===== src/design/assert_macros.svh =====
// Assertion macros shared by the RTL of the fixed-point ALU.
// Needs clk and rst_n in the scope of the user.
`ifndef ASSERT_MACROS_SVH
`define ASSERT_MACROS_SVH

// Same-cycle implication, disabled during reset.
`define FPA_ASSERT_NOW(lbl, ante, cons, msg) \
  lbl: assert property (@(posedge clk) disable iff (!rst_n) (ante) |-> (cons)) \
    else $error(msg);

// Next-cycle implication, disabled during reset.
`define FPA_ASSERT_NEXT(lbl, ante, cons, msg) \
  lbl: assert property (@(posedge clk) disable iff (!rst_n) (ante) |=> (cons)) \
    else $error(msg);

`endif


===== src/design/fpa_pkg.sv =====
// Shared constants, action codes, types and saturation helpers for the fixed-point ALU.
// No dependencies.
`default_nettype none
package fpa_pkg;
  localparam int FRAC_BITS = 8;
  localparam int DATA_W    = 32;

  localparam logic [3:0] ACT_ADD      = 4'd0;
  localparam logic [3:0] ACT_SUB      = 4'd1;
  localparam logic [3:0] ACT_MUL      = 4'd2;
  localparam logic [3:0] ACT_DIV      = 4'd3;
  localparam logic [3:0] ACT_MIN      = 4'd4;
  localparam logic [3:0] ACT_MAX      = 4'd5;
  localparam logic [3:0] ACT_INC      = 4'd6;
  localparam logic [3:0] ACT_DEC      = 4'd7;
  localparam logic [3:0] ACT_TO_INT   = 4'd8;
  localparam logic [3:0] ACT_FROM_INT = 4'd9;

  typedef struct packed {
    logic        valid;
    logic        is_div;
    logic        neg;
    logic        dbz;
    logic        less;
    logic        equal;
    logic        ovf;
    logic [31:0] res;
  } tag_t;

  typedef struct packed {
    logic [31:0] res;
    logic        ovf;
  } sat_t;

  function automatic sat_t pack_mag(input logic neg, input logic [63:0] mag);
    sat_t s;
    s.ovf = 1'b0;
    if (neg) begin
      if (mag > 64'h0000_0000_8000_0000) begin
        s.res = 32'h8000_0000;
        s.ovf = 1'b1;
      end else begin
        s.res = 32'd0 - mag[31:0];
      end
    end else begin
      if (mag > 64'h0000_0000_7FFF_FFFF) begin
        s.res = 32'h7FFF_FFFF;
        s.ovf = 1'b1;
      end else begin
        s.res = mag[31:0];
      end
    end
    return s;
  endfunction

  function automatic sat_t sat_sum(input logic [32:0] sum);
    sat_t s;
    s.ovf = (sum[32] != sum[31]);
    if (sum[32] != sum[31]) begin
      s.res = sum[32] ? 32'h8000_0000 : 32'h7FFF_FFFF;
    end else begin
      s.res = sum[31:0];
    end
    return s;
  endfunction
endpackage
`default_nettype wire


===== src/design/fpa_finish.sv =====
// Final stage: rounds and saturates the quotient, selects the result, drives the output register.
// Depends on fpa_pkg.
`default_nettype none
module fpa_finish #(
  parameter int QW = 40
) (
  input  wire logic          clk,
  input  wire logic          rst_n,
  input  wire fpa_pkg::tag_t tag_i,
  input  wire logic [31:0]   rem_i,
  input  wire logic [QW-1:0] quo_i,
  input  wire logic [31:0]   mb_i,
  output logic               strobe_o,
  output logic [31:0]        result_o,
  output logic               less_o,
  output logic               equal_o,
  output logic               ovf_o,
  output logic               dbz_o
);
  logic          up;
  logic [63:0]   qr;
  fpa_pkg::sat_t q;
  logic          strobe_r, less_r, equal_r, ovf_r, dbz_r;
  logic [31:0]   result_r, result_nxt;
  logic          ovf_nxt;

  assign up = ({rem_i, 1'b0} >= {1'b0, mb_i});
  assign qr = 64'(quo_i) + 64'(up);
  assign q  = fpa_pkg::pack_mag(tag_i.neg, qr);

  always_comb begin
    result_nxt = tag_i.res;
    ovf_nxt    = tag_i.ovf;
    if (tag_i.dbz) begin
      result_nxt = 32'd0;
      ovf_nxt    = 1'b0;
    end else if (tag_i.is_div) begin
      result_nxt = q.res;
      ovf_nxt    = q.ovf;
    end
  end

  always_ff @(posedge clk) begin
    if (!rst_n) begin
      strobe_r <= 1'b0;
    end else begin
      strobe_r <= tag_i.valid;
    end
    result_r <= result_nxt;
    ovf_r    <= ovf_nxt;
    dbz_r    <= tag_i.dbz;
    less_r   <= tag_i.less;
    equal_r  <= tag_i.equal;
  end

  assign strobe_o = strobe_r;
  assign result_o = result_r;
  assign less_o   = less_r;
  assign equal_o  = equal_r;
  assign ovf_o    = ovf_r;
  assign dbz_o    = dbz_r;
endmodule
`default_nettype wire


===== config.mk =====
export PLATFORM = sky130hd
export DESIGN_NAME = fpa_finish
export DESIGN_NICKNAME = d
export VERILOG_FILES = /design/src/design/assert_macros.svh /design/src/design/fpa_pkg.sv /design/src/design/fpa_finish.sv
export SDC_FILE = /design/constraint.sdc
export NUM_CORES = 1
export LEC_CHECK = 0
export ABC_AREA = 1
export BUFFER_PORTS_ARGS = -buffer_cell sky130_fd_sc_hd__buf_2
export CORE_MARGIN = 4
export CORE_UTILIZATION = 52
export CTS_CLUSTER_DIAMETER = 150
export DETAILED_ROUTE_END_ITERATION = 16
export HOLD_SLACK_MARGIN = 0.08
export PLACE_DENSITY = 0.82
export SYNTH_ARGS = -nofsm -noshare
export SYNTH_HDL_FRONTEND = slang
export SYNTH_SLANG_ARGS = --single-unit

===== constraint.sdc =====
create_clock -name clk -period 4.7 [get_ports clk]
set_input_delay 0.94 -clock clk [delete_from_list [all_inputs] [get_ports clk]]
set_output_delay 0.94 -clock clk [all_outputs]
set_load 0.05 [all_outputs]

# --- Word level (Yosys, flattened, before mapping) ---
# Cells that the tools add are included.
# Widths: inputs -> output; s select.
word_totals:
  word_cells: 18
  input_bits: 145
  out_inout_bits: 37
  regBits: 37
op_classes:
  order_cmp: 3
  addsub: 2
  n_mux: 7
op_table:
  columns: ["operator", "n"]
  rows:
  - ["$mux 32", 3]
  - ["$add 40x1->41", 1]
  - ["$gt 41x31->1 const B", 1]
  - ["$gt 41x32->1 const B", 1]
  - ["$ge 33x32->1", 1]
  - ["$mux 33", 1]
  - ["$sub 1x32->32 const A", 1]
  - ["$mux 1", 3]

# --- Logic depth before layout (Yosys ltp) ---
logic_depth:
  depth_word: 6
  mapped_depth: 30
  ltp_nobuf: 30

# --- Least setup slack after synthesis ---
# OpenSTA, ideal clock, no wires.
synth_timing:
  path_type: "in2reg"
  from: "input port mb_i[2]"
  to: "register result_r[25] (netlist: result_o[25])"
  path_buffers: 1
  setup_time_ps: 64
  required_ps: 4636
  t_arrival_ps: 4111
  setup_slack_ps: 525
  cell_stages: 27
  path_cell_list: "inv_1 -> ha_1 -> a21oi_1 -> nor2_1 -> nor2_1 -> a21oi_1 -> o41ai_1 -> o2111ai_1 -> nand2_1 -> o211ai_1 -> ha_1 -> ha_1 -> inv_1 -> ha_1 -> inv_1 -> nor2_1 -> nand3_2 -> nor2_4 -> nand3_1 -> nor3_2 -> nand3_1 -> nand2_1 -> nand3_2 -> buf_6 -> nor2_1 -> nor2_1 -> nor2_1"
synth_via:
  elab_chain_cells: 6
  word_cells_on_any_way: 9
  cone_classes: "add/sub: 2; order compare: 3; mux: 4"
synth_rtl:
  columns: ["element", "line_no", "source"]
  rows:
  - ["from (decl)", "fpa_finish.sv:12", "input wire logic [31:0] mb_i,"]
  - ["$ge 33x32->1 *", "fpa_finish.sv:27", "assign up = ({rem_i, 1'b0} >= {1'b0, mb_i});"]
  - ["$add 40x1->41 *", "fpa_finish.sv:28", "assign qr = 64'(quo_i) + 64'(up);"]
  - ["$gt 41x31->1, or another cell as far along", "fpa_pkg.sv:46", "if (mag > 64'h0000_0000_7FFF_FFFF) begin"]
  - ["$mux 32 (on tied branches)", "fpa_pkg.sv:46, fpa_pkg.sv:39", null]
  - ["$mux 33 *", "fpa_pkg.sv:38", "if (neg) begin"]
  - ["$mux 32 *", "fpa_finish.sv:37", "end else if (tag_i.is_div) begin"]
  - ["to (signal assigned)", "fpa_finish.sv:49", "result_r <= result_nxt;"]
  - ["to (decl)", "fpa_finish.sv:24", "logic [31:0] result_r, result_nxt;"]
# Every way passes the cells marked *; elsewhere a longest branch is shown, timed or not.
# A chain may end at the register's enable or synchronous reset.

# --- Final worst setup path ---
layout_timing:
  from: "input port mb_i[29]"
  to: "register result_r[15] (netlist: result_o[15])"
# Same word-level chain as after synthesis.

==> reports/results.txt <==
status -> finished, final reports clean
I/O Pins -> 182
Synth area leader -> nand2_1
required time of the critical path -> 4940 ps
die area -> 11800 sq um
CTS root buffer -> clkbuf_8
busiest metal layer after global routing -> met2
nets -> 1362
Die Wd -> 109 um
startpoint class of the critical path -> input pin
post-DR vias/cell -> 5.33
Cells after Synth -> 966
Worst Setup End Kind -> register
count leader, synth -> nand2_1
vias in the first global route -> 6206
Slew HR -> 0.362
Pre-antenna DRT Iters -> 6
Buf/Inv on CP -> 4
Max rail drop VDD -> 0.152 mV
Mapped Area -> 5290 sq um
Netlist cell types -> 38
Tcrit/Tclk final -> 0.943
Routed Antenna Nets -> 0
Reg clk slew, reported paths -> 80 ps
Hold Fails Final Rpt -> 0
flops & latches, synth -> 37
Critical-path top delay cell -> nor4_2
critical path type -> in -> reg
layout cells sized above 1 -> 0.309
ys flop type -> dfxtp_1
TritonCTS clock tree -> yes
gr usage total -> 0.276
number of synthesis warnings -> 0
Slew Viols, Final -> 0
share of synthesized registers carrying an async set or reset -> 0
top cells by area, synth -> nand2_1, dfxtp_1, nor2_1
max-cap viol count -> 0
synth cell count leaders -> nand2_1, nor2_1, inv_1
CP top delay family -> simple AND/OR/NAND/NOR gates
Initial Util -> 0.538
worst-margin pin slew -> 956 ps
Hold Path Class -> in -> reg
FP Rows -> 36
fin crit period -> 4430 ps
core footprint -> 9820 sq um
remaining routing DRC violations -> 0
register area share after synthesis -> 0.140
routed vias -> 7012
total congestion overflow -> 0
syn_nets -> 1146
pin count of the biggest net entering global routing -> 64
Pwr per Cell Area -> 166 nW/um^2
CTS hold repair buffers -> 0
placer congestion estimate -> 0.987
Clock Path Buffers -> 2
number of clock sinks -> 37
diode count -> 0
Pleak -> 3.76 nW
CTS H-tree lvls -> 2
Setup-failing EPs final -> 0
Post-synth EDFFs -> 0
Min Hold Slack -> 734 ps
CP peak stage delay -> 300 ps
Routed WL -> 18000 um
first-pass GRT wire length -> 26900 um
share of the synthesized area in the top cell type -> 0.210
GR Util met1 -> 0.335
Max Freq -> 226 MHz
worst setup margin -> 266 ps
DPL Wire Length -> 14100 um
initial antenna violation count -> 0
Iteration-0 DRC Markers -> 601
met2 Resource Use GR -> 0.502
Port-buffer cells -> 181
Die H -> 109 um
Crit Path Max Fanout -> 30
area grow syn2layout -> 33.6%
routing usage on met3 -> 0.0438
Avg Cell Area, Syn -> 5.47 sq um
CTS buffer count -> 5
wire per inst -> 13.7 um
pre-CTS WS -> -9.11 ps
CP arrival -> 4670 ps
==> report_power, final <==
part           leakage [nW]  internal, W  switching [W]  total, W
Sequential            0.310     0.000336     0.00000498  0.000341
Clock                0.0687     0.000214       0.000123  0.000336
Combinational          3.38     0.000175       0.000323  0.000498
==> cell type report <==
cell class	count	area (sq um)
inverters	123	467
multi-input cells	787	4230
repair buffers	228	1330
fillers	920	2760
clock inverters	3	68.8
well taps	133	166
clock buffers	5	68.8
flip-flops and latches	37	741
==> repair_timing <==
action / in CTS / in global routing
resized for setup: 0 / 73
setup buffers: 0 / 21
setup endpoints to repair: 0 / 32
==> state kept, by name, summed over array words and instances (netlist names) <==
name,count
result_o,32
equal_o,1
strobe_o,1
ovf_o,1
less_o,1
dbz_o,1
==> layer usage <==
layer / vias to the layer above / share of wire
met5: - / 0
met4: 0 / 0.029
met3: 56 / 0.084
met2: 344 / 0.49
met1: 3125 / 0.40
li1: 3487 / -
==> layout by cell type (no fill, tap or decap), types with 16 or more instances in the layout <==
master   synthesis  routed
buf_4            0      41
nand2_1        296     275
o21ai_0         35      35
nor2_2          14      27
nand3_1         83      78
buf_2            0     181
inv_1          112     109
a21oi_1         17      17
dfxtp_1         37      37
nand2_2         14      31
nor2_1         186     168
ha_1            35      30
xor2_1          16      16
nand4_1         20      20
==> cell families after synthesis <==
kind of cell / synth area share
AO/OA/AOI/OAI: 0.0783
XOR/XNOR: 0.0282
adder cells (fa/ha/maj): 0.0828
buffers and inverters: 0.109
flip-flops: 0.140
AND/OR/NAND/NOR: 0.561
==> path summary, 6_finish.rpt <==
kind / start / to / cells after the start
worst max-delay path: mb_i[29] / result_o[15] / 26
worst min-delay path: tag_i[33] / equal_o / 1
==> per-stage QoR <==
stage / util / cell area, sq um / TNS, ps / std cells / total power (W)
global placement: 0.656 / 6440 / 0 / 1284 / 0.000800
detailed placement: 0.656 / 6440 / -20.3 / 1284 / 0.000806
finish: 0.719 / 7060 / 0 / 1316 / 0.00118
global route: 0.719 / 7060 / -362 / 1316 / 0.00124
floorplan: - / 5290 / 0 / 966 / 0.000643
CTS: 0.670 / 6580 / 0 / 1292 / 0.00114
(Power assumes the default switching activity.)
