<file path="src/design/assert_macros.svh">
// Assertion macros shared by the RTL of the fixed-point ALU.
// Needs clk and rst_n in the scope of the user.
`ifndef ASSERT_MACROS_SVH
`define ASSERT_MACROS_SVH

// Same-cycle implication, disabled during reset.
`define FPA_ASSERT_NOW(lbl, ante, cons, msg) \
  lbl: assert property (@(posedge clk) disable iff (!rst_n) (ante) |-> (cons)) \
    else $error(msg);

// Next-cycle implication, disabled during reset.
`define FPA_ASSERT_NEXT(lbl, ante, cons, msg) \
  lbl: assert property (@(posedge clk) disable iff (!rst_n) (ante) |=> (cons)) \
    else $error(msg);

`endif

</file>
<file path="src/design/fpa_pkg.sv">
// Shared constants, action codes, types and saturation helpers for the fixed-point ALU.
// No dependencies.
`default_nettype none
package fpa_pkg;
  localparam int FRAC_BITS = 8;
  localparam int DATA_W    = 32;

  localparam logic [3:0] ACT_ADD      = 4'd0;
  localparam logic [3:0] ACT_SUB      = 4'd1;
  localparam logic [3:0] ACT_MUL      = 4'd2;
  localparam logic [3:0] ACT_DIV      = 4'd3;
  localparam logic [3:0] ACT_MIN      = 4'd4;
  localparam logic [3:0] ACT_MAX      = 4'd5;
  localparam logic [3:0] ACT_INC      = 4'd6;
  localparam logic [3:0] ACT_DEC      = 4'd7;
  localparam logic [3:0] ACT_TO_INT   = 4'd8;
  localparam logic [3:0] ACT_FROM_INT = 4'd9;

  typedef struct packed {
    logic        valid;
    logic        is_div;
    logic        neg;
    logic        dbz;
    logic        less;
    logic        equal;
    logic        ovf;
    logic [31:0] res;
  } tag_t;

  typedef struct packed {
    logic [31:0] res;
    logic        ovf;
  } sat_t;

  function automatic sat_t pack_mag(input logic neg, input logic [63:0] mag);
    sat_t s;
    s.ovf = 1'b0;
    if (neg) begin
      if (mag > 64'h0000_0000_8000_0000) begin
        s.res = 32'h8000_0000;
        s.ovf = 1'b1;
      end else begin
        s.res = 32'd0 - mag[31:0];
      end
    end else begin
      if (mag > 64'h0000_0000_7FFF_FFFF) begin
        s.res = 32'h7FFF_FFFF;
        s.ovf = 1'b1;
      end else begin
        s.res = mag[31:0];
      end
    end
    return s;
  endfunction

  function automatic sat_t sat_sum(input logic [32:0] sum);
    sat_t s;
    s.ovf = (sum[32] != sum[31]);
    if (sum[32] != sum[31]) begin
      s.res = sum[32] ? 32'h8000_0000 : 32'h7FFF_FFFF;
    end else begin
      s.res = sum[31:0];
    end
    return s;
  endfunction
endpackage
`default_nettype wire

</file>
<file path="src/design/fpa_front.sv">
// Front stages: operand magnitudes and compare, simple actions, multiplier and its rounding.
// Depends on fpa_pkg.
`default_nettype none
module fpa_front #(
  parameter int FRAC_BITS = fpa_pkg::FRAC_BITS,
  localparam int QW = 32 + FRAC_BITS
) (
  input  wire logic               clk,
  input  wire logic               rst_n,
  input  wire logic               in_valid,
  input  wire logic [3:0]         in_action,
  input  wire logic signed [31:0] in_a,
  input  wire logic signed [31:0] in_b,
  output fpa_pkg::tag_t           tag_o,
  output logic [31:0]             mb_o,
  output logic [QW-1:0]           num_o
);
  logic              v1_r, v2_r;
  logic [3:0]        act1_r, act2_r;
  logic signed [31:0] a1_r, b1_r;
  logic [31:0]       ma1_r, mb1_r, ma2_r, mb2_r, ma3_r, mb3_r;
  logic              neg1_r, less1_r, eq1_r;
  fpa_pkg::tag_t     tag2_r, tag3_r, tag2_nxt, tag3_nxt;
  logic [63:0]       prod2_r, rnd;
  logic [31:0]       ma_nxt, mb_nxt;
  fpa_pkg::sat_t     simple;

  assign ma_nxt = in_a[31] ? (32'd0 - in_a) : in_a;
  assign mb_nxt = in_b[31] ? (32'd0 - in_b) : in_b;

  always_ff @(posedge clk) begin
    if (!rst_n) begin
      v1_r <= 1'b0;
    end else begin
      v1_r <= in_valid;
    end
    act1_r  <= in_action;
    a1_r    <= in_a;
    b1_r    <= in_b;
    ma1_r   <= ma_nxt;
    mb1_r   <= mb_nxt;
    neg1_r  <= in_a[31] ^ in_b[31];
    less1_r <= (in_a < in_b);
    eq1_r   <= (in_a == in_b);
  end

  always_comb begin
    simple = '0;
    case (act1_r)
      fpa_pkg::ACT_ADD:      simple = fpa_pkg::sat_sum({a1_r[31], a1_r} + {b1_r[31], b1_r});
      fpa_pkg::ACT_SUB:      simple = fpa_pkg::sat_sum({a1_r[31], a1_r} - {b1_r[31], b1_r});
      fpa_pkg::ACT_MIN:      simple.res = (less1_r || eq1_r) ? a1_r : b1_r;
      fpa_pkg::ACT_MAX:      simple.res = (less1_r || eq1_r) ? b1_r : a1_r;
      fpa_pkg::ACT_INC:      simple = fpa_pkg::sat_sum({a1_r[31], a1_r} + 33'd1);
      fpa_pkg::ACT_DEC:      simple = fpa_pkg::sat_sum({a1_r[31], a1_r} - 33'd1);
      fpa_pkg::ACT_TO_INT:   simple.res = 32'(a1_r >>> FRAC_BITS);
      fpa_pkg::ACT_FROM_INT: simple = fpa_pkg::pack_mag(a1_r[31],
                               64'({ma1_r, {FRAC_BITS{1'b0}}}));
      default:               simple = '0;
    endcase
    tag2_nxt.valid  = v1_r;
    tag2_nxt.is_div = (act1_r == fpa_pkg::ACT_DIV);
    tag2_nxt.neg    = neg1_r;
    tag2_nxt.dbz    = (act1_r == fpa_pkg::ACT_DIV) && (mb1_r == 32'd0);
    tag2_nxt.less   = less1_r;
    tag2_nxt.equal  = eq1_r;
    tag2_nxt.ovf    = simple.ovf;
    tag2_nxt.res    = simple.res;
  end

  always_ff @(posedge clk) begin
    if (!rst_n) begin
      v2_r <= 1'b0;
    end else begin
      v2_r <= v1_r;
    end
    tag2_r  <= tag2_nxt;
    act2_r  <= act1_r;
    prod2_r <= ma1_r * mb1_r;
    ma2_r   <= ma1_r;
    mb2_r   <= mb1_r;
  end

  assign rnd = (prod2_r + (64'd1 << (FRAC_BITS - 1))) >> FRAC_BITS;

  always_comb begin
    fpa_pkg::sat_t m;
    m = fpa_pkg::pack_mag(tag2_r.neg, rnd);
    tag3_nxt       = tag2_r;
    tag3_nxt.valid = v2_r;
    if (act2_r == fpa_pkg::ACT_MUL) begin
      tag3_nxt.res = m.res;
      tag3_nxt.ovf = m.ovf;
    end
  end

  always_ff @(posedge clk) begin
    if (!rst_n) begin
      tag3_r.valid <= 1'b0;
    end else begin
      tag3_r.valid <= tag3_nxt.valid;
    end
    tag3_r.is_div <= tag3_nxt.is_div;
    tag3_r.neg    <= tag3_nxt.neg;
    tag3_r.dbz    <= tag3_nxt.dbz;
    tag3_r.less   <= tag3_nxt.less;
    tag3_r.equal  <= tag3_nxt.equal;
    tag3_r.ovf    <= tag3_nxt.ovf;
    tag3_r.res    <= tag3_nxt.res;
    ma3_r <= ma2_r;
    mb3_r <= mb2_r;
  end

  assign tag_o = tag3_r;
  assign mb_o  = mb3_r;
  assign num_o = {ma3_r, {FRAC_BITS{1'b0}}};
endmodule
`default_nettype wire

</file>
<file path="config.mk">
export PLATFORM = sky130hd
export DESIGN_NAME = fpa_front
export DESIGN_NICKNAME = d
export VERILOG_FILES = /design/src/design/assert_macros.svh /design/src/design/fpa_pkg.sv /design/src/design/fpa_front.sv
export SDC_FILE = /design/constraint.sdc
export NUM_CORES = 2
export LEC_CHECK = 0
export BUFFER_PORTS_ARGS = -buffer_cell sky130_fd_sc_hd__buf_2
export CORE_AREA = 2 2 331 333
export DETAILED_ROUTE_END_ITERATION = 8
export DIE_AREA = 0 0 333 335
export GPL_TIMING_DRIVEN = 0
export PLACE_DENSITY = 0.69
export SLEW_MARGIN = 40
export SYNTH_ARGS = -nofsm -noshare
export SYNTH_HDL_FRONTEND = slang
export SYNTH_SLANG_ARGS = --single-unit
</file>
<file path="constraint.sdc">
create_clock -name clk -period 10.56 [get_ports clk]
set_input_delay 0.528 -clock clk [delete_from_list [all_inputs] [get_ports clk]]
set_output_delay 0.528 -clock clk [all_outputs]
set_load 0.02 [all_outputs]
</file>
After elaboration in Yosys (flattened, before gate mapping)
Index checks and enable logic that the tools add are counted.
{"block": "totals", "register_bits": 410, "in_bits": 71}
{"block": "op_classes", "n_addsub": 9, "mul": 1, "magnitude_cmp": 5, "n_eq_ne": 14, "muxes": 25, "bitwise": 1, "n_reduce_logical": 4}
{"op": "32-bit 2-to-1 mux", "count": 14}
{"op": "32-bit case mux with 8 select lines", "count": 1}
{"op": "1-bit by 32-bit subtractor with 32-bit output (first input constant)", "count": 4}
{"op": "33-bit 2-to-1 mux", "count": 3}
{"op": "64-bit by 8-bit adder with 64-bit output (second input constant)", "count": 1}
{"op": "32-bit by 32-bit multiplier with 64-bit output", "count": 1}
{"op": "31-bit 2-to-1 mux", "count": 2}
{"op": "56-bit by 31-bit > comparator with 1-bit output (second input constant)", "count": 1}
{"op": "56-bit by 32-bit > comparator with 1-bit output (second input constant)", "count": 1}
{"op": "40-bit by 31-bit > comparator with 1-bit output (second input constant)", "count": 1}
{"op": "40-bit by 32-bit > comparator with 1-bit output (second input constant)", "count": 1}
{"op": "32-bit by 2-bit adder with 33-bit output (second input constant)", "count": 1}
{"op": "32-bit by 32-bit adder with 33-bit output", "count": 1}
{"op": "32-bit by 2-bit subtractor with 33-bit output (second input constant)", "count": 1}
{"op": "32-bit by 32-bit subtractor with 33-bit output", "count": 1}
{"op": "32-bit equality test", "count": 1}
{"op": "32-bit zero test", "count": 1}
{"op": "32-bit < comparator", "count": 1}
{"op": "4-bit by 3-bit equality test with 1-bit output (second input constant)", "count": 4}
{"op": "4-bit by 2-bit equality test with 1-bit output (second input constant)", "count": 2}
{"op": "4-bit equality test (second input constant)", "count": 2}
{"op": "1-bit case mux with 5 select lines", "count": 1}
{"op": "4-bit by 1-bit equality test with 1-bit output (second input constant)", "count": 1}
{"op": "4-bit zero test", "count": 1}
{"op": "5 further kinds", "count": 11}

Longest topological paths before layout
{"block": "depth", "ltp_word": 5, "depth_mapped": 30, "ltp_nobuf": 28}

Worst setup path after synthesis
Ideal clock, no wire load.
{"block": "synth_timing", "kind": "register -> register", "start": "register ma1_r[16]", "end": "register prod2_r[61]", "setup_ps": 120, "arrival_ps": 7675, "t_required_ps": 10440, "slack_ps": 2765, "stages_incl_launch_ff": 27, "path_buffers": 2, "cell_sequence": "dfxtp_1 clkbuf_1 clkbuf_1 and2_1 fa_1 fa_1 fa_1 inv_1 fa_1 inv_1 fa_1 fa_1 fa_1 inv_1 fa_1 inv_1 ha_1 and2_1 and3_1 nor3_1 o31ai_1 o31ai_1 o31ai_1 a31oi_1 o31ai_1 a41oi_1 xnor2_1"}
{"block": "synth_between", "elab_chain_len": 1}
{"element": "start: declaration", "line_no": "fpa_front.sv:21", "text": "logic [31:0] ma1_r, mb1_r, ma2_r, mb2_r, ma3_r, mb3_r;"}
{"element": "start signal: assignment", "line_no": "fpa_front.sv:40", "text": "ma1_r <= ma_nxt;"}
{"element": "32-bit by 32-bit multiplier with 64-bit output", "line_no": "fpa_front.sv:79", "text": "prod2_r <= ma1_r * mb1_r;"}
{"element": "end signal: assignment", "line_no": "fpa_front.sv:79"}
{"element": "end: declaration", "line_no": "fpa_front.sv:24", "text": "logic [63:0] prod2_r, rnd;"}
No other way between the ends.
A chain may end at the register's enable or synchronous reset.

Worst setup path in the final report
{"block": "layout_timing", "start": "register ma1_r[19]", "end": "register prod2_r[60]"}
Same word-level chain as after synthesis.

==> run metrics <==
outcome=complete, but fails checks; failing checks=design-rule violations; Die Width=between 300 and 400 um; Startpoint Class=flip-flop; sequential area share after synthesis=0.150; Starting DRT DRC Count=approximately 6000; CTS tree=yes; Worst EP arrival=about 11 ns; hold path depth=1; CTS Sinks=401; Reg clk slew, reported paths=approximately 0.070 ns; Tightest Pin Transition=1.01 ns; die area=112000 um^2; crit-path max FO=10; HP Class=in -> reg; RSZ-0062 raised after global routing=no; FP Rows=roughly 120; most frequent CP cell=fa_1; setup ws final=approximately 0.53 ns; commonest non-fill, non-tap cell in the layout=inv_1; Port Buf Inserts=around 170; vias per inst=around 6; Slowest cell on crit path=clkbuf_1; Residual DRC=1; vias in the first global route=between 40000 and 50000; Num CTS Buffers=39; Post-CTS Setup Bufs=0; synth warn=0; Congestion Overflow GR=0; Final Skew=around 0.017 ns; later-pin clock latency in the skew report=0.60 ns; WP depth=26; Core Area=between 100000 and 150000 um^2; placed wire-length estimate=~180000 um; total track usage=0.394; final setup fails=0; CP max stage delay=between 0.7 and 0.8 ns; Fmax achieved=~0.1 GHz; worst reg2reg path depth=26; min Tclk post-route=10.03 ns; commonest cells after routing, fill and taps aside=inv_1, fa_1, and2_1, nand2_1, dfxtp_1; crit path capture type=flip-flop; Avg Cell Area, Syn=between 8 and 9 um^2; Avg WL per Cell=between 20 and 30 um; Clock Tree Root=clkbuf_16; Netlist cell types=slightly below 100; via count=roughly 47000; first-pass GRT wire length=around 320000 um; Placer Congestion=between 1 and 1.5; Mapped Cells=6077; IO Pins=between 150 and 200; share of cells above drive strength 1=0.0662; Routed WL=between 200000 and 250000 um; final cycle utilization of the critical path=0.950; Max Slew Vio Count=0; setup slack at placement=0.678 ns; Syn Std Cell Area=approximately 54000 um^2; relative slew slack=0.328; Max Cap Viol=0; Async S/R FF share, synth=0; Main synth FF type=dfxtp_1; number of hold buffers added after cts=0; Buf/Inv on CP=6; die height=about 340 um; number of synthesized flops with an enable pin=0; antenna viol nets, final=0; H-tree depth=2; Critical Path RT=approximately 11 ns; largest net degree at the start of global routing=16; Longest Clk Path Bufs=3; CP delay by family, top=adder cells; Min Hold Slack=roughly 0.023 ns; Yosys reg bits=roughly 400; post-CTS sizing=0; Initial Util=0.496; router iterations before antenna repair=9; initial antenna violation count=between 40 and 50; Setup TNS=0 ns; Area Overhead vs Synth=8.04%; critical path class=reg -> reg; Hold Fails Final Rpt=0; Layout Nets=about 7600
## per-layer routing
layer / up-vias / track usage / routed length (um)
li1: 19700 / - / -
met4: 24 / 0.229 / 16200
met3: 799 / 0.144 / 33200
met5: - / 0 / 163
met1: 23400 / 0.527 / 83200
met2: 3449 / 0.546 / 87500
## cells in the mapped netlist, types with 19 or more instances
cell,n,area share
a21oi_1,210,0.020
nor4_1,47,0.0055
inv_1,1051,0.074
ha_1,364,0.085
xor2_1,64,0.010
o21ai_0,169,0.016
nor3_1,89,0.0083
dfxtp_1,401,0.15
nor2_1,202,0.014
a211oi_1,24,0.0034
xnor2_1,183,0.030
clkbuf_1,321,0.022
a21o_1,60,0.0084
nand2_1,599,0.042
o21bai_1,22,0.0031
a31oi_1,44,0.0051
o31ai_1,43,0.0060
nor2b_1,19,0.0022
nand4_1,72,0.0084
or3_1,23,0.0027
nand3_1,85,0.0079
nand2b_1,20,0.0023
fa_1,897,0.33
and2_1,620,0.072
and3_1,43,0.0050
o21a_1,25,0.0035
o211ai_1,35,0.0049
## cells by family (layout without fill, tap and decap cells)
group	count (synthesis)	in the layout	share of synthesized area
xor gates and xnor gates	247	247	0.0403
buffers and inverters	1423	1673	0.101
adders and majority gates	1261	1261	0.420
muxes	8	8	0.00154
and+or+nand+nor	1916	1916	0.186
AOI/OAI and AO/OA	820	820	0.101
other	1	23	0.0000699
DFF	401	401	0.150
## worst reg2reg max path, delay by kind of cell (launching register included)
kind / cells / cell delay [ns]
AOI/OAI and AO/OA: 8 / 2.67
buffers and inverters: 6 / 1.75
xor gates and xnor gates: 1 / 0.15
adders and majority gates: 9 / 4.35
DFF: 1 / 0.46
and+or+nand+nor: 2 / 0.54
## final timing paths
path                                   start     endpoint  slack (ns)
worst max-delay path               ma1_r[19]  prod2_r[60]        0.53
worst min-delay path            in_action[1]    act1_r[1]        0.02
worst max register to register     ma1_r[19]  prod2_r[60]        0.53
worst min register to register     mb2_r[12]     mb_o[12]        0.33
## final cells by class
cell class / instances / area, um^2
clock buffers: 51 / 1100
fillers: 10200 / 50100
repair buffers: 179 / 910
plain buffers: 369 / 1570
well taps: 1414 / 1770
multi-input cells: 4260 / 40300
clock inverters: 20 / 246
flip-flops and latches: 401 / 8030
diodes: 15 / 37.5
inverters: 1054 / 3960
## state kept, by name, summed over array words and instances, names as in the netlist, 4 cells and up
register / flops
mb1_r: 31
b1_r: 32
prod2_r: 57
mb_o: 32
tag2_r: 38
act2_r: 4
mb2_r: 32
tag_o: 39
a1_r: 32
act1_r: 4
ma3_r: 32
ma1_r: 31
ma2_r: 32
## per-stage QoR
step | util | instances | area [um^2]
6_report | 0.536 | 7763 | 57900
3_5_place_dp | 0.523 | 7675 | 56500
3_3_place_gp | 0.521 | 7671 | 56300
5_1_grt | 0.536 | 7753 | 57900
4_1_cts | 0.535 | 7746 | 57800
2_1_floorplan | - | 6084 | 53700
Power is left out: the tool's default activity adds up to more than one toggle a clock period on the data nets, which glitch-free logic cannot reach.
