[config.mk]
export PLATFORM = sky130hd
export DESIGN_NAME = fpa_div_step
export DESIGN_NICKNAME = d
export VERILOG_FILES = /design/src/design/assert_macros.svh /design/src/design/fpa_pkg.sv /design/src/design/fpa_div_step.sv
export SDC_FILE = /design/constraint.sdc
export NUM_CORES = 1
export LEC_CHECK = 0
export BUFFER_PORTS_ARGS = -buffer_cell sky130_fd_sc_hd__buf_2
export CELL_PAD_IN_SITES_DETAIL_PLACEMENT = 1
export CELL_PAD_IN_SITES_GLOBAL_PLACEMENT = 1
export CORE_MARGIN = 4
export CORE_UTILIZATION = 27
export DETAILED_ROUTE_END_ITERATION = 10
export GPL_TIMING_DRIVEN = 0
export PLACE_DENSITY_LB_ADDON = 0.1
export SLEW_MARGIN = 20
export SYNTH_ARGS = -nofsm -noshare
export SYNTH_HDL_FRONTEND = slang
export SYNTH_SLANG_ARGS = --single-unit
[constraint.sdc]
create_clock -name clk -period 3 [get_ports clk]
set_input_delay 0.3 -clock clk [delete_from_list [all_inputs] [get_ports clk]]
set_output_delay 0.3 -clock clk [all_outputs]
set_load 0.1 [all_outputs]
[src/design/assert_macros.svh]
// Assertion macros shared by the RTL of the fixed-point ALU.
// Needs clk and rst_n in the scope of the user.
`ifndef ASSERT_MACROS_SVH
`define ASSERT_MACROS_SVH

// Same-cycle implication, disabled during reset.
`define FPA_ASSERT_NOW(lbl, ante, cons, msg) \
  lbl: assert property (@(posedge clk) disable iff (!rst_n) (ante) |-> (cons)) \
    else $error(msg);

// Next-cycle implication, disabled during reset.
`define FPA_ASSERT_NEXT(lbl, ante, cons, msg) \
  lbl: assert property (@(posedge clk) disable iff (!rst_n) (ante) |=> (cons)) \
    else $error(msg);

`endif

[src/design/fpa_pkg.sv]
// Shared constants, action codes, types and saturation helpers for the fixed-point ALU.
// No dependencies.
`default_nettype none
package fpa_pkg;
  localparam int FRAC_BITS = 8;
  localparam int DATA_W    = 32;

  localparam logic [3:0] ACT_ADD      = 4'd0;
  localparam logic [3:0] ACT_SUB      = 4'd1;
  localparam logic [3:0] ACT_MUL      = 4'd2;
  localparam logic [3:0] ACT_DIV      = 4'd3;
  localparam logic [3:0] ACT_MIN      = 4'd4;
  localparam logic [3:0] ACT_MAX      = 4'd5;
  localparam logic [3:0] ACT_INC      = 4'd6;
  localparam logic [3:0] ACT_DEC      = 4'd7;
  localparam logic [3:0] ACT_TO_INT   = 4'd8;
  localparam logic [3:0] ACT_FROM_INT = 4'd9;

  typedef struct packed {
    logic        valid;
    logic        is_div;
    logic        neg;
    logic        dbz;
    logic        less;
    logic        equal;
    logic        ovf;
    logic [31:0] res;
  } tag_t;

  typedef struct packed {
    logic [31:0] res;
    logic        ovf;
  } sat_t;

  function automatic sat_t pack_mag(input logic neg, input logic [63:0] mag);
    sat_t s;
    s.ovf = 1'b0;
    if (neg) begin
      if (mag > 64'h0000_0000_8000_0000) begin
        s.res = 32'h8000_0000;
        s.ovf = 1'b1;
      end else begin
        s.res = 32'd0 - mag[31:0];
      end
    end else begin
      if (mag > 64'h0000_0000_7FFF_FFFF) begin
        s.res = 32'h7FFF_FFFF;
        s.ovf = 1'b1;
      end else begin
        s.res = mag[31:0];
      end
    end
    return s;
  endfunction

  function automatic sat_t sat_sum(input logic [32:0] sum);
    sat_t s;
    s.ovf = (sum[32] != sum[31]);
    if (sum[32] != sum[31]) begin
      s.res = sum[32] ? 32'h8000_0000 : 32'h7FFF_FFFF;
    end else begin
      s.res = sum[31:0];
    end
    return s;
  endfunction
endpackage
`default_nettype wire

[src/design/fpa_div_step.sv]
// One restoring-division stage: shift in one dividend bit, subtract, emit one quotient bit.
// Depends on fpa_pkg.
`default_nettype none
module fpa_div_step #(
  parameter int QW = 40
) (
  input  wire logic          clk,
  input  wire logic          rst_n,
  input  wire fpa_pkg::tag_t tag_i,
  input  wire logic [31:0]   rem_i,
  input  wire logic [QW-1:0] quo_i,
  input  wire logic [QW-1:0] num_i,
  input  wire logic [31:0]   mb_i,
  output fpa_pkg::tag_t      tag_o,
  output logic [31:0]        rem_o,
  output logic [QW-1:0]      quo_o,
  output logic [QW-1:0]      num_o,
  output logic [31:0]        mb_o
);
  logic [32:0]   rem_sh, diff;
  logic          ge;
  fpa_pkg::tag_t tag_r;
  logic [31:0]   rem_r, mb_r;
  logic [QW-1:0] quo_r, num_r;

  assign rem_sh = {rem_i, num_i[QW-1]};
  assign ge     = (rem_sh >= {1'b0, mb_i});
  assign diff   = rem_sh - {1'b0, mb_i};

  always_ff @(posedge clk) begin
    if (!rst_n) begin
      tag_r.valid <= 1'b0;
    end else begin
      tag_r.valid <= tag_i.valid;
    end
    tag_r.is_div <= tag_i.is_div;
    tag_r.neg    <= tag_i.neg;
    tag_r.dbz    <= tag_i.dbz;
    tag_r.less   <= tag_i.less;
    tag_r.equal  <= tag_i.equal;
    tag_r.ovf    <= tag_i.ovf;
    tag_r.res    <= tag_i.res;
    rem_r <= ge ? diff[31:0] : rem_sh[31:0];
    quo_r <= {quo_i[QW-2:0], ge};
    num_r <= {num_i[QW-2:0], 1'b0};
    mb_r  <= mb_i;
  end

  assign tag_o = tag_r;
  assign rem_o = rem_r;
  assign quo_o = quo_r;
  assign num_o = num_r;
  assign mb_o  = mb_r;
endmodule
`default_nettype wire

### Word-level counts from Yosys, hierarchy flattened

Cells that the tools add are included.

| operators by class | value |
|---|---|
| $add $sub $neg | 1 |
| magnitude comparators | 1 |
| multiplexer cells | 1 |

Operators with widths:

| operator | number |
|---|---|
| $ge 33x32->1 | 1 |
| $mux 32 | 1 |
| $sub 32x32->32 | 1 |

| storage, ports and cells | value |
|---|---|
| flip-flop bits (word level) | 182 |
| input port bits | 185 |
| logic and storage cells | 15 |

### Depth between registers and ports, before layout

Gate-level depths: netlist of the first run.

| logic depth | value |
|---|---|
| depth after elaboration | 2 |
| depth in mapped cells | 13 |

### Worst setup path before layout of the first run

No wires, ideal clock.

| timing | value |
|---|---|
| path kind | in2reg |
| start | input mb_i[7] |
| end | register rem_r[13] (netlist: rem_o[13]) |
| data arrival time | 2809 ps |
| slack | 68 ps |
| stages | 12 |
| buffers on the path | 2 |
| cells stage by stage | inv_1 ha_1 buf_2 nand4_1 or4_1 a21oi_1 nor3_1 a211oi_2 o21ai_2 o31ai_4 buf_4 mux2_1 |

| on the way | value |
|---|---|
| longest elaborated chain between the ends | 2 |
| elaborated cells between the ends (all ways) | 3 |
| those cells by class | 1 x add/sub; 1 x order compare; 1 x mux |

Ends and longest elaborated chain:

| element | line | source |
|---|---|---|
| start: declaration | fpa_div_step.sv:13 | `input wire logic [31:0] mb_i,` |
| $sub 32x32->32 or $ge 33x32->1 (tied branches) | fpa_div_step.sv:28, fpa_div_step.sv:27 |  |
| $mux 32 (*) | fpa_div_step.sv:43 | `rem_r <= ge ? diff[31:0] : rem_sh[31:0];` |
| end signal: assignment | fpa_div_step.sv:43 |  |
| end: declaration | fpa_div_step.sv:23 | `logic [31:0] rem_r, mb_r;` |

Mark *: on every way between the ends. The rest lies on a longest branch, timed or not.
A chain may end at the register's enable or synchronous reset.

### Final worst setup path of the first run

| timing | value |
|---|---|
| start | input mb_i[7] |
| end | register rem_r[3] (netlist: rem_o[3]) |

| on the way | value |
|---|---|
| longest elaborated chain between the ends | 2 |

Ends and longest elaborated chain:

| element | line | source |
|---|---|---|
| $ge 33x32->1 | fpa_div_step.sv:27 | `assign ge = (rem_sh >= {1'b0, mb_i});` |
| $mux 32 | fpa_div_step.sv:43 |  |

Every way passes these cells.

==> metrics.txt, run 1 <==
Die ar.=0.0242 mm2; via count=5,866; area occupied by multi-input gates=0.00204 mm2; die extent in x=155 um; Period Utilization, post-route=0.941; die height=155 um; pre-CTS WS=-0.771 ns; Layout Utilization=0.480; Distinct cells, synth=49; Endpoint, Worst Hold=mb_o[1]; Hold Path Stages=1; Critical Path End Type=register; Layout area overhead=73.6%; global placement routability congestion=0.771; hold wc startpoint=mb_i[1]; Rows=53; I/O pin cnt=368; fin crit period=2.82 ns; leak pwr=0.00500 uW; CTS tree=done; DRT Wirelength=26,000 um; HP Class=input pin to register; largest cells by area after synthesis=dfxtp_1 62%, ha_1 6.8%, a21oi_1 4.8%; Cell Area, Synth=0.00587 mm2; critical path type=input pin to register; via-per-instance ratio=4.34; max-cap violations=0; cells after synthesis=530; Layout Nets=1,279; status=completed; Worst VDD drop=0.000368 V; Worst EP required=3.32 ns; endpoints failing hold=0; Synth top area share=0.621; RSZ-0062 raised after global routing=false; Synth warnings=0; crit-path max FO=7; Critical Path AT=3.14 ns; top-count cell post-synth=dfxtp_1; Total Power=7560 uW; share of cells above drive strength 1=0.399; Sequential Area=0.00364 mm2; Pwr per Cell Area=741 mW/mm2; Detailed Place HPWL=17,900 um; fin cells=1,352; Synth Register Bits=182; leading area contributor after synthesis=dfxtp_1; total core area=0.0212 mm2; final setup vio count=0; Filler cells=2,456; most common flop cell mapped by yosys=dfxtp_1; grt ovf=0; port buffer count=365; final setup margin=0.178 ns; Slew @ Worst Pin=0.550 ns; WL per Instance=19.2 um; ys async rst share=0; initial antenna violation count=3; TritonCTS buffer count=17; drc violations=0; H-tree depth=4; FMAX=0.354 GHz; Mean Syn Cell Area=11.1 um2; initial core utilization=0.277; Cells after DPL=1,170; Synth top cells by count=182 x dfxtp_1, 56 x a21oi_1, 38 x inv_1, 35 x nor2_1, 32 x ha_1; Worst-path clk slew=0.07 ns; setup_tns=0 ns; Longest Clk Path Bufs=2; Seq/Total Area, Yosys=0.621; initial DRC count=155; CTS root buffer=clkbuf_16; vias in the first global route=6,524; Routed Antenna Nets=0; largest net degree at the start of global routing=21; DRT Pass-1 Iters=4; final max-slew violation count=0; global-route wire length before repair=38,300 um; syn nets=748; Relative slew margins=0.636; EDFF count, synth=0; clock sink count=182; Setup crit start kind=input pin; Tot GR Track Use=0.207
## critical path: stages
cell and delay [ns]:
buf_2 0.08, inv_1 0.04, ha_1 0.25, buf_2 0.17, nand4_1 0.19, or4_1 0.54
a21oi_1 0.15, nor3_1 0.10, a211oi_2 0.21, buf_4 0.16, o21ai_4 0.10, o31ai_4 0.27
buf_4 0.23, mux2_2 0.34
## area by class of cell
type / count / share of cell area
plain buffers: 16 / 0.00871
clock inverters: 14 / 0.0167
diodes: 3 / 0.000736
flip-flops and latches: 182 / 0.357
clock buffers: 18 / 0.0431
repair buffers: 515 / 0.326
inverters: 38 / 0.0140
well taps: 275 / 0.0338
multi-input cells: 291 / 0.200
## what timing repair did
item | CTS | global route
setup endpoints to repair | 33 | 33
endpoints found under the hold margin | 147 | 0
pin swaps | 1 | 2
cloned | 0 | 0
setup buffers | 2 | 1
resized for setup | 2 | 9
hold buffers | 147 | 0
## cell families (layout without fill, tap and decap cells)
family	Yosys count	in the layout	synth area share
muxes	11	11	0.0209
xor gates and xnor gates	27	27	0.0403
buffers and inverters	57	601	0.0409
other	1	4	0.000639
and+or+nand+nor	100	100	0.0804
AOI/OAI and AO/OA	119	119	0.125
DFF	182	182	0.621
adders and majority gates	33	33	0.0716
## cells in the final DEF, fill, tap and decap left out, drive strengths merged, types with 18 or more instances in the layout
| cell | Yosys | layout |
|---|---|---|
| dfxtp | 182 | 182 |
| inv | 38 | 47 |
| clkbuf | 7 | 23 |
| a21oi | 56 | 56 |
| dlygate4sd3 | 0 | 147 |
| ha | 32 | 32 |
| o21ai | 18 | 18 |
| nand2 | 26 | 26 |
| nor2 | 35 | 35 |
| buf | 12 | 379 |
## layer usage
layer  wire length (um)  global-route usage  vias to the layer above  part of all wire
met5                 12                   0                        -           0.00046
met4                753              0.0709                        2             0.029
met3               1700              0.0659                       43             0.066
met2              13400               0.383                      218              0.52
met1              10100               0.222                     2731              0.39
li1                   -                   -                     2872                 -
## how the worst max path moves through the flow
stage | startpoint | end | cells after the start | slack [ns]
finish | mb_i[7] | rem_o[3] | 14 | 0.18
floorplan | mb_i[7] | rem_o[13] | 12 | 0.07
CTS | mb_i[11] | rem_o[16] | 14 | 0.05
global placement | mb_i[11] | rem_o[26] | 13 | -0.79
detailed placement | mb_i[11] | rem_o[26] | 13 | -0.77
global route | mb_i[23] | rem_o[3] | 13 | 0.0001
## where the power goes
group / internal [uW] / switching (uW) / leakage (uW) / total [uW]
Clock: 1160 / 1160 / 0.000298 / 2320
Sequential: 2620 / 52.3 / 0.00154 / 2670
Combinational: 569 / 2000 / 0.00316 / 2570
## stage by stage
stage                     cell area [um2]  hold slack [ns]
after floorplan                      5870            0.328
after global placement               8040            0.402
after detailed placement             8040            0.404
after CTS                           10200           0.0142
after global routing                10200           0.0198
final                               10200           0.0304
## state kept, by name, indices dropped and copies added (netlist names)
signal / flops
mb_o: 32
quo_o: 40
rem_o: 32
num_o: 39
tag_o: 39
(Power assumes the default switching activity.)
==> run 2, diff against run 1 <==
--- a/config.mk
+++ b/config.mk
@@ -13,6 +13,7 @@
 export DETAILED_ROUTE_END_ITERATION = 10
 export GPL_TIMING_DRIVEN = 0
 export PLACE_DENSITY_LB_ADDON = 0.1
+export REMOVE_ABC_BUFFERS = 1
 export SLEW_MARGIN = 20
 export SYNTH_ARGS = -nofsm -noshare
 export SYNTH_HDL_FRONTEND = slang
==> run 2 against run 1 <==
Against the previous run:
- first-iteration DRC count decreased by 12%
- worst hold slack got worse by 0.0082 ns
- final area decreased by 0.71%
- core utilization decreased by 0.34 points
- final cell count decreased by 0.96%
- combinational power about the same
- global-route usage decreased by 0.88 points
==> metrics.txt, run 2 (synthesized netlist as in run 1, its figures left out) <==
crit-path max FO=15 (+8); Die ar.=0.0242 mm2 (unchanged); initial core utilization=0.277 (unchanged); global placement routability congestion=0.856 (+11%); Layout Nets=1,265 (-1.1%); DRT Pass-1 Iters=4 (unchanged); Longest Clk Path Bufs=2 (unchanged); GR peak layer=met2; via count=5,782 (-1.4%); Rows=53 (unchanged); Clk pwr share=0.303 (-0.004); share of cells above drive strength 1=0.395 (-0.00416); total core area=0.0212 mm2 (unchanged); fin crit period=2.87 ns (+0.0464 ns); WL per Instance=18.3 um (-4.6%); vias in the first global route=6,442 (-1.3%); CTS root buffer=clkbuf_16; Slew @ Worst Pin=0.544 ns (-0.00640 ns); internal power=4340 uW (-0.11%); initial antenna violation count=5 (+2); Worst EP required=3.31 ns (about the same); met1 Usage GRT=0.205 (-0.0168); I/O pin cnt=368 (unchanged); Net Sw Frac=0.420 (-0.00531); Relative slew margins=0.636 (about the same); final max-slew violation count=0 (unchanged); largest net degree at the start of global routing=21 (unchanged); setup_tns=0 ns (unchanged); met2 Resource Use GR=0.364 (-0.0192); TritonCTS buffer count=17 (unchanged); commonest non-fill, non-tap cells in the layout=365 x buf_2, 182 x dfxtp_1, 146 x dlygate4sd3_1; Gate power share=0.340 (about the same); Detailed Place HPWL=17,400 um (-2.5%); die height=155 um (unchanged); H-tree depth=4 (unchanged); Critical Path AT=3.18 ns (+0.04 ns); initial DRC count=136 (-12%); Worst VDD drop=0.000385 V (+4.6%); endpoints failing hold=0 (unchanged); port buffer count=365 (unchanged); Total Power=7480 uW (-1.0%); worst path cell trace=dlygate4sd3_1 -> buf_2 -> inv_1 -> ha_1 -> nand3_1 -> or4_1 -> nor4_2 -> nor4_1 -> o21a_1 -> o31ai_4 -> buf_4 -> buf_8 -> mux2_1; FMAX=0.349 GHz (-1.6%); Pwr per Cell Area=739 mW/mm2 (-0.31%); status=completed; DRT Wirelength=24,500 um (-5.5%); P_sw=3140 uW (-2.3%); Period Utilization, post-route=0.956 (+0.0155); Routed Antenna Nets=0 (unchanged); Worst-path clk slew=0.07 ns (about the same); Reg power frac=0.357 (+0.004); global-route wire length before repair=37,400 um (-2.4%); max reg flops=40 (unchanged); die extent in x=155 um (unchanged); Critical Path End Type=register; HP Class=input pin to register; M3 GR Usage=0.0759 (+0.0100); Critical Path Max Stage Delay=0.52 ns (-0.02 ns); most common cell after layout, fill and taps aside=buf_2; Setup crit start kind=input pin; max-cap violations=0 (unchanged); Layout area overhead=72.4%; Tot GR Track Use=0.198 (-0.00876); final hold slack=0.0222 ns (-0.00822 ns); leak pwr=0.00495 uW (-0.91%); cell with the largest stage delay on the worst path=dlygate4sd3_1; CTS tree=done; critical path type=input pin to register; Hold Path Stages=1 (unchanged); grt ovf=0 (unchanged); final setup vio count=0 (unchanged); clock sink count=182 (unchanged); via-per-instance ratio=4.32 (-0.48%); drc violations=0 (unchanged)
run 2: cell types whose count changed in the layout (fill, tap and decap cells not counted), sizes merged:
cell	previous run	this run
inv	47	44
diode	3	4
clkbuf	23	18
buf	379	371
dlygate4sd3	147	146
clkinv	5	8
run 2: metal layers:
layer | routed length [um] | vias to the layer above | share of wire
met4 | 742 | 4 | 0.030
met5 | 27 | - | 0.0011
met2 | 12700 | 211 | 0.52
li1 | - | 2838 | -
met3 | 1930 | 43 | 0.079
met1 | 9080 | 2686 | 0.37
run 2: power groups by stage:
stage	Sequential, uW	Clock, uW	Combinational (uW)
after floorplan	4200	0	409
after global placement	2710	0	2360
after detailed placement	2720	0	2380
after CTS	2660	2340	2550
after global routing	2690	2440	2660
final	2670	2270	2550
run 2: final cells by class:
type	instances	area, um2
fill	2428	11100
sequential	182	3640
timing repair buffer	517	3350
multi-input combinational	291	2010
clock buffer	18	439
tap	275	344
clock inverter	14	175
inverter	38	143
antenna	4	10.0
run 2: stage by stage:
stage,instance area (um2),util,std cells,setup slack (ns)
floorplan,5770,-,511,-0.581
global placement,7940,0.374,1151,-1.77
detailed placement,7990,0.376,1154,-0.692
CTS,10100,0.475,1333,0.0227
global route,10100,0.477,1338,-0.0101
finish,10100,0.477,1339,0.132
run 2: final timing paths:
path	startpoint	slack (ns)	to
max	mb_i[19]	0.13	rem_o[23]
min	mb_i[17]	0.02	mb_o[17]
run 2: critical path, delay by kind of cell:
kind,cells,cell delay [ns]
AOI/OAI and AO/OA,2,0.22
adders and majority gates,1,0.39
and+or+nand+nor,4,0.87
buffers and inverters,5,1.05
muxes,1,0.33
run 2: timing repair:
item | in CTS | in global routing
cloned | 0 | 0
hold buffers | 146 | 0
endpoints found under the hold margin | 146 | 0
pin swaps | 1 | 2
setup buffers | 1 | 2
endpoints found under the setup margin | 11 | 9
resized for setup | 2 | 5
==> run 3, diff against run 2 <==
--- a/config.mk
+++ b/config.mk
@@ -11,7 +11,7 @@
 export CORE_MARGIN = 4
 export CORE_UTILIZATION = 27
 export DETAILED_ROUTE_END_ITERATION = 10
-export GPL_TIMING_DRIVEN = 0
+export GPL_TIMING_DRIVEN = 1
 export PLACE_DENSITY_LB_ADDON = 0.1
 export REMOVE_ABC_BUFFERS = 1
 export SLEW_MARGIN = 20
==> run 3 against run 2 <==
Against the previous run:
- flip-flop and latch count did not move
- critical path depth decreased by 1
- non-clock buffer count is 32 higher
- global-route usage grew 0.92 points
- final cell count up 2.4%
==> metrics.txt, run 3 (synthesized netlist as in run 1, its figures left out) <==
status=completed; Longest Clk Path Bufs=2 (unchanged); port buffer count=365 (unchanged); most common cell after layout, fill and taps aside=buf_2; largest net degree at the start of global routing=21 (unchanged); Pwr per Cell Area=730 mW/mm2 (-1.2%); worst path cell trace=dlygate4sd3_1 -> buf_2 -> inv_1 -> ha_4 -> nand3_2 -> or4_1 -> nor4_2 -> nor4_1 -> o21a_1 -> o31ai_4 -> clkbuf_16 -> mux2_2; die extent in x=155 um (unchanged); drc violations=0 (unchanged); internal power=4390 uW (+1.1%); Worst EP required=3.33 ns (+0.02 ns); Worst VDD drop=0.000379 V (-1.5%); Total Power=7590 uW (+1.5%); DRT Pass-1 Iters=4 (unchanged); Rows=53 (unchanged); final instance area=0.0104 mm2 (+2.7%); via-per-instance ratio=4.41 (+2.1%); Die ar.=0.0242 mm2 (unchanged); WL per Instance=18.9 um (+3.2%); pre-CTS WS=-0.307 ns (+0.384 ns); DRT Wirelength=25,900 um (+5.7%); critical path type=input pin to register; Worst-path clk slew=0.08 ns (about the same); Detailed Place HPWL=17,800 um (+2.0%); initial DRC count=179 (+32%); hold wc startpoint=mb_i[1]; Tot GR Track Use=0.208 (+0.00923); max-cap violations=0 (unchanged); Placed Area=0.00823 mm2 (+3.0%); vias in the first global route=6,651 (+3.2%); initial core utilization=0.277 (unchanged); Hold Path Stages=1 (unchanged); grt ovf=0 (unchanged); Critical Path AT=3.22 ns (+0.04 ns); final max-slew violation count=0 (unchanged); P_sw=3200 uW (+2.0%); final setup margin=0.104 ns (-0.0271 ns); Gate power share=0.346 (+0.006); final setup vio count=0 (unchanged); HP Class=input pin to register; share of cells above drive strength 1=0.412 (+0.0168); H-tree depth=4 (unchanged); CTS root buffer=clkbuf_16; I/O pin cnt=368 (unchanged); TritonCTS buffer count=17 (unchanged); via count=6,042 (+4.5%); initial antenna violation count=5 (unchanged); clock sink count=182 (unchanged); global placement routability congestion=0.863 (+0.81%); Layout area overhead=77.0%; Layout Nets=1,297 (+2.5%); crit-path max FO=7 (-8); max reg flops=40 (unchanged); Clk pwr share=0.302 (about the same); fin crit period=2.90 ns (+0.0271 ns); Slew @ Worst Pin=0.589 ns (+0.0450 ns); cell with the largest stage delay on the worst path=dlygate4sd3_1; Net Sw Frac=0.422 (+0.00217); CTS tree=done; Routed Antenna Nets=0 (unchanged); Period Utilization, post-route=0.965 (+0.00904); Reg power frac=0.352 (-0.005); total core area=0.0212 mm2 (unchanged); Endpoint, Worst Hold=mb_o[1]; global-route wire length before repair=39,000 um (+4.4%); die height=155 um (unchanged); Setup crit start kind=input pin; endpoints failing hold=0 (unchanged); leak pwr=0.00512 uW (+3.3%); Critical Path Max Stage Delay=0.53 ns (about the same); Critical Path End Type=register; commonest non-fill, non-tap cells in the layout=365 x buf_2, 182 x dfxtp_1, 146 x dlygate4sd3_1; Relative slew margins=0.606 (-0.0302); FMAX=0.345 GHz (-0.94%)
run 3: changes by cell type in the layout (fill, tap and decap cells not counted), sizes merged:
cell and change:
buf +31, clkbuf +1
run 3: layout make-up:
class	instances	area, um2
clock buffer	18	439
multi-input combinational	291	2030
timing repair buffer	549	3610
sequential	182	3640
tap	275	344
clock inverter	14	173
fill	2446	10800
inverter	38	143
antenna	4	10.0
run 3: what timing repair did:
action / CTS / global route
hold buffers: 146 / 0
endpoints found under the hold margin: 146 / 0
buffers inserted: 0 / 1
resized for setup: 0 / 8
setup endpoints to repair: 0 / 10
run 3: worst max-delay path by stage:
stage,startpoint,to,slack [ns],depth (start not counted)
after floorplan,mb_i[7],rem_o[10],-0.58,10
after detailed placement,num_i[39],rem_o[30],-0.31,13
after global placement,num_i[39],rem_o[30],-0.22,13
final,mb_i[31],rem_o[3],0.10,12
after CTS,mb_i[30],rem_o[24],0.04,14
after global routing,mb_i[31],rem_o[17],-0.01,14
run 3: routing by layer:
layer / wire [um] / up-vias / track usage
li1: - / 2896 / -
met1: 9800 / 2884 / 0.223
met2: 13700 / 220 / 0.386
met3: 1750 / 38 / 0.0576
met4: 630 / 4 / 0.0759
met5: 24 / - / 0
run 3: power groups by stage:
stage | combinational, uW | clock [uW] | sequential [uW]
after floorplan | 409 | 0 | 4200
final | 2630 | 2300 | 2670
after CTS | 2610 | 2350 | 2660
after global placement | 2430 | 0 | 2720
after detailed placement | 2440 | 0 | 2720
after global routing | 2740 | 2460 | 2690
run 3: critical path, delay by kind of cell:
kind / cells / cell delay, ns
fa+ha+maj: 1 / 0.29
buf+inv: 4 / 0.95
simple gates: 4 / 1.10
compound gates: 2 / 0.26
mux: 1 / 0.32
run 3: through the flow:
step / utilization / hold slack, ns / TNS, ns / cells
2_1_floorplan: - / 0.328 / -13.52 / 511
3_3_place_gp: 0.388 / 0.402 / -0.718 / 1187
3_5_place_dp: 0.388 / 0.404 / -2.09 / 1187
4_1_cts: 0.485 / 0.00224 / 0 / 1365
5_1_grt: 0.490 / 0.0238 / -0.0128 / 1369
6_report: 0.490 / 0.0320 / 0 / 1371
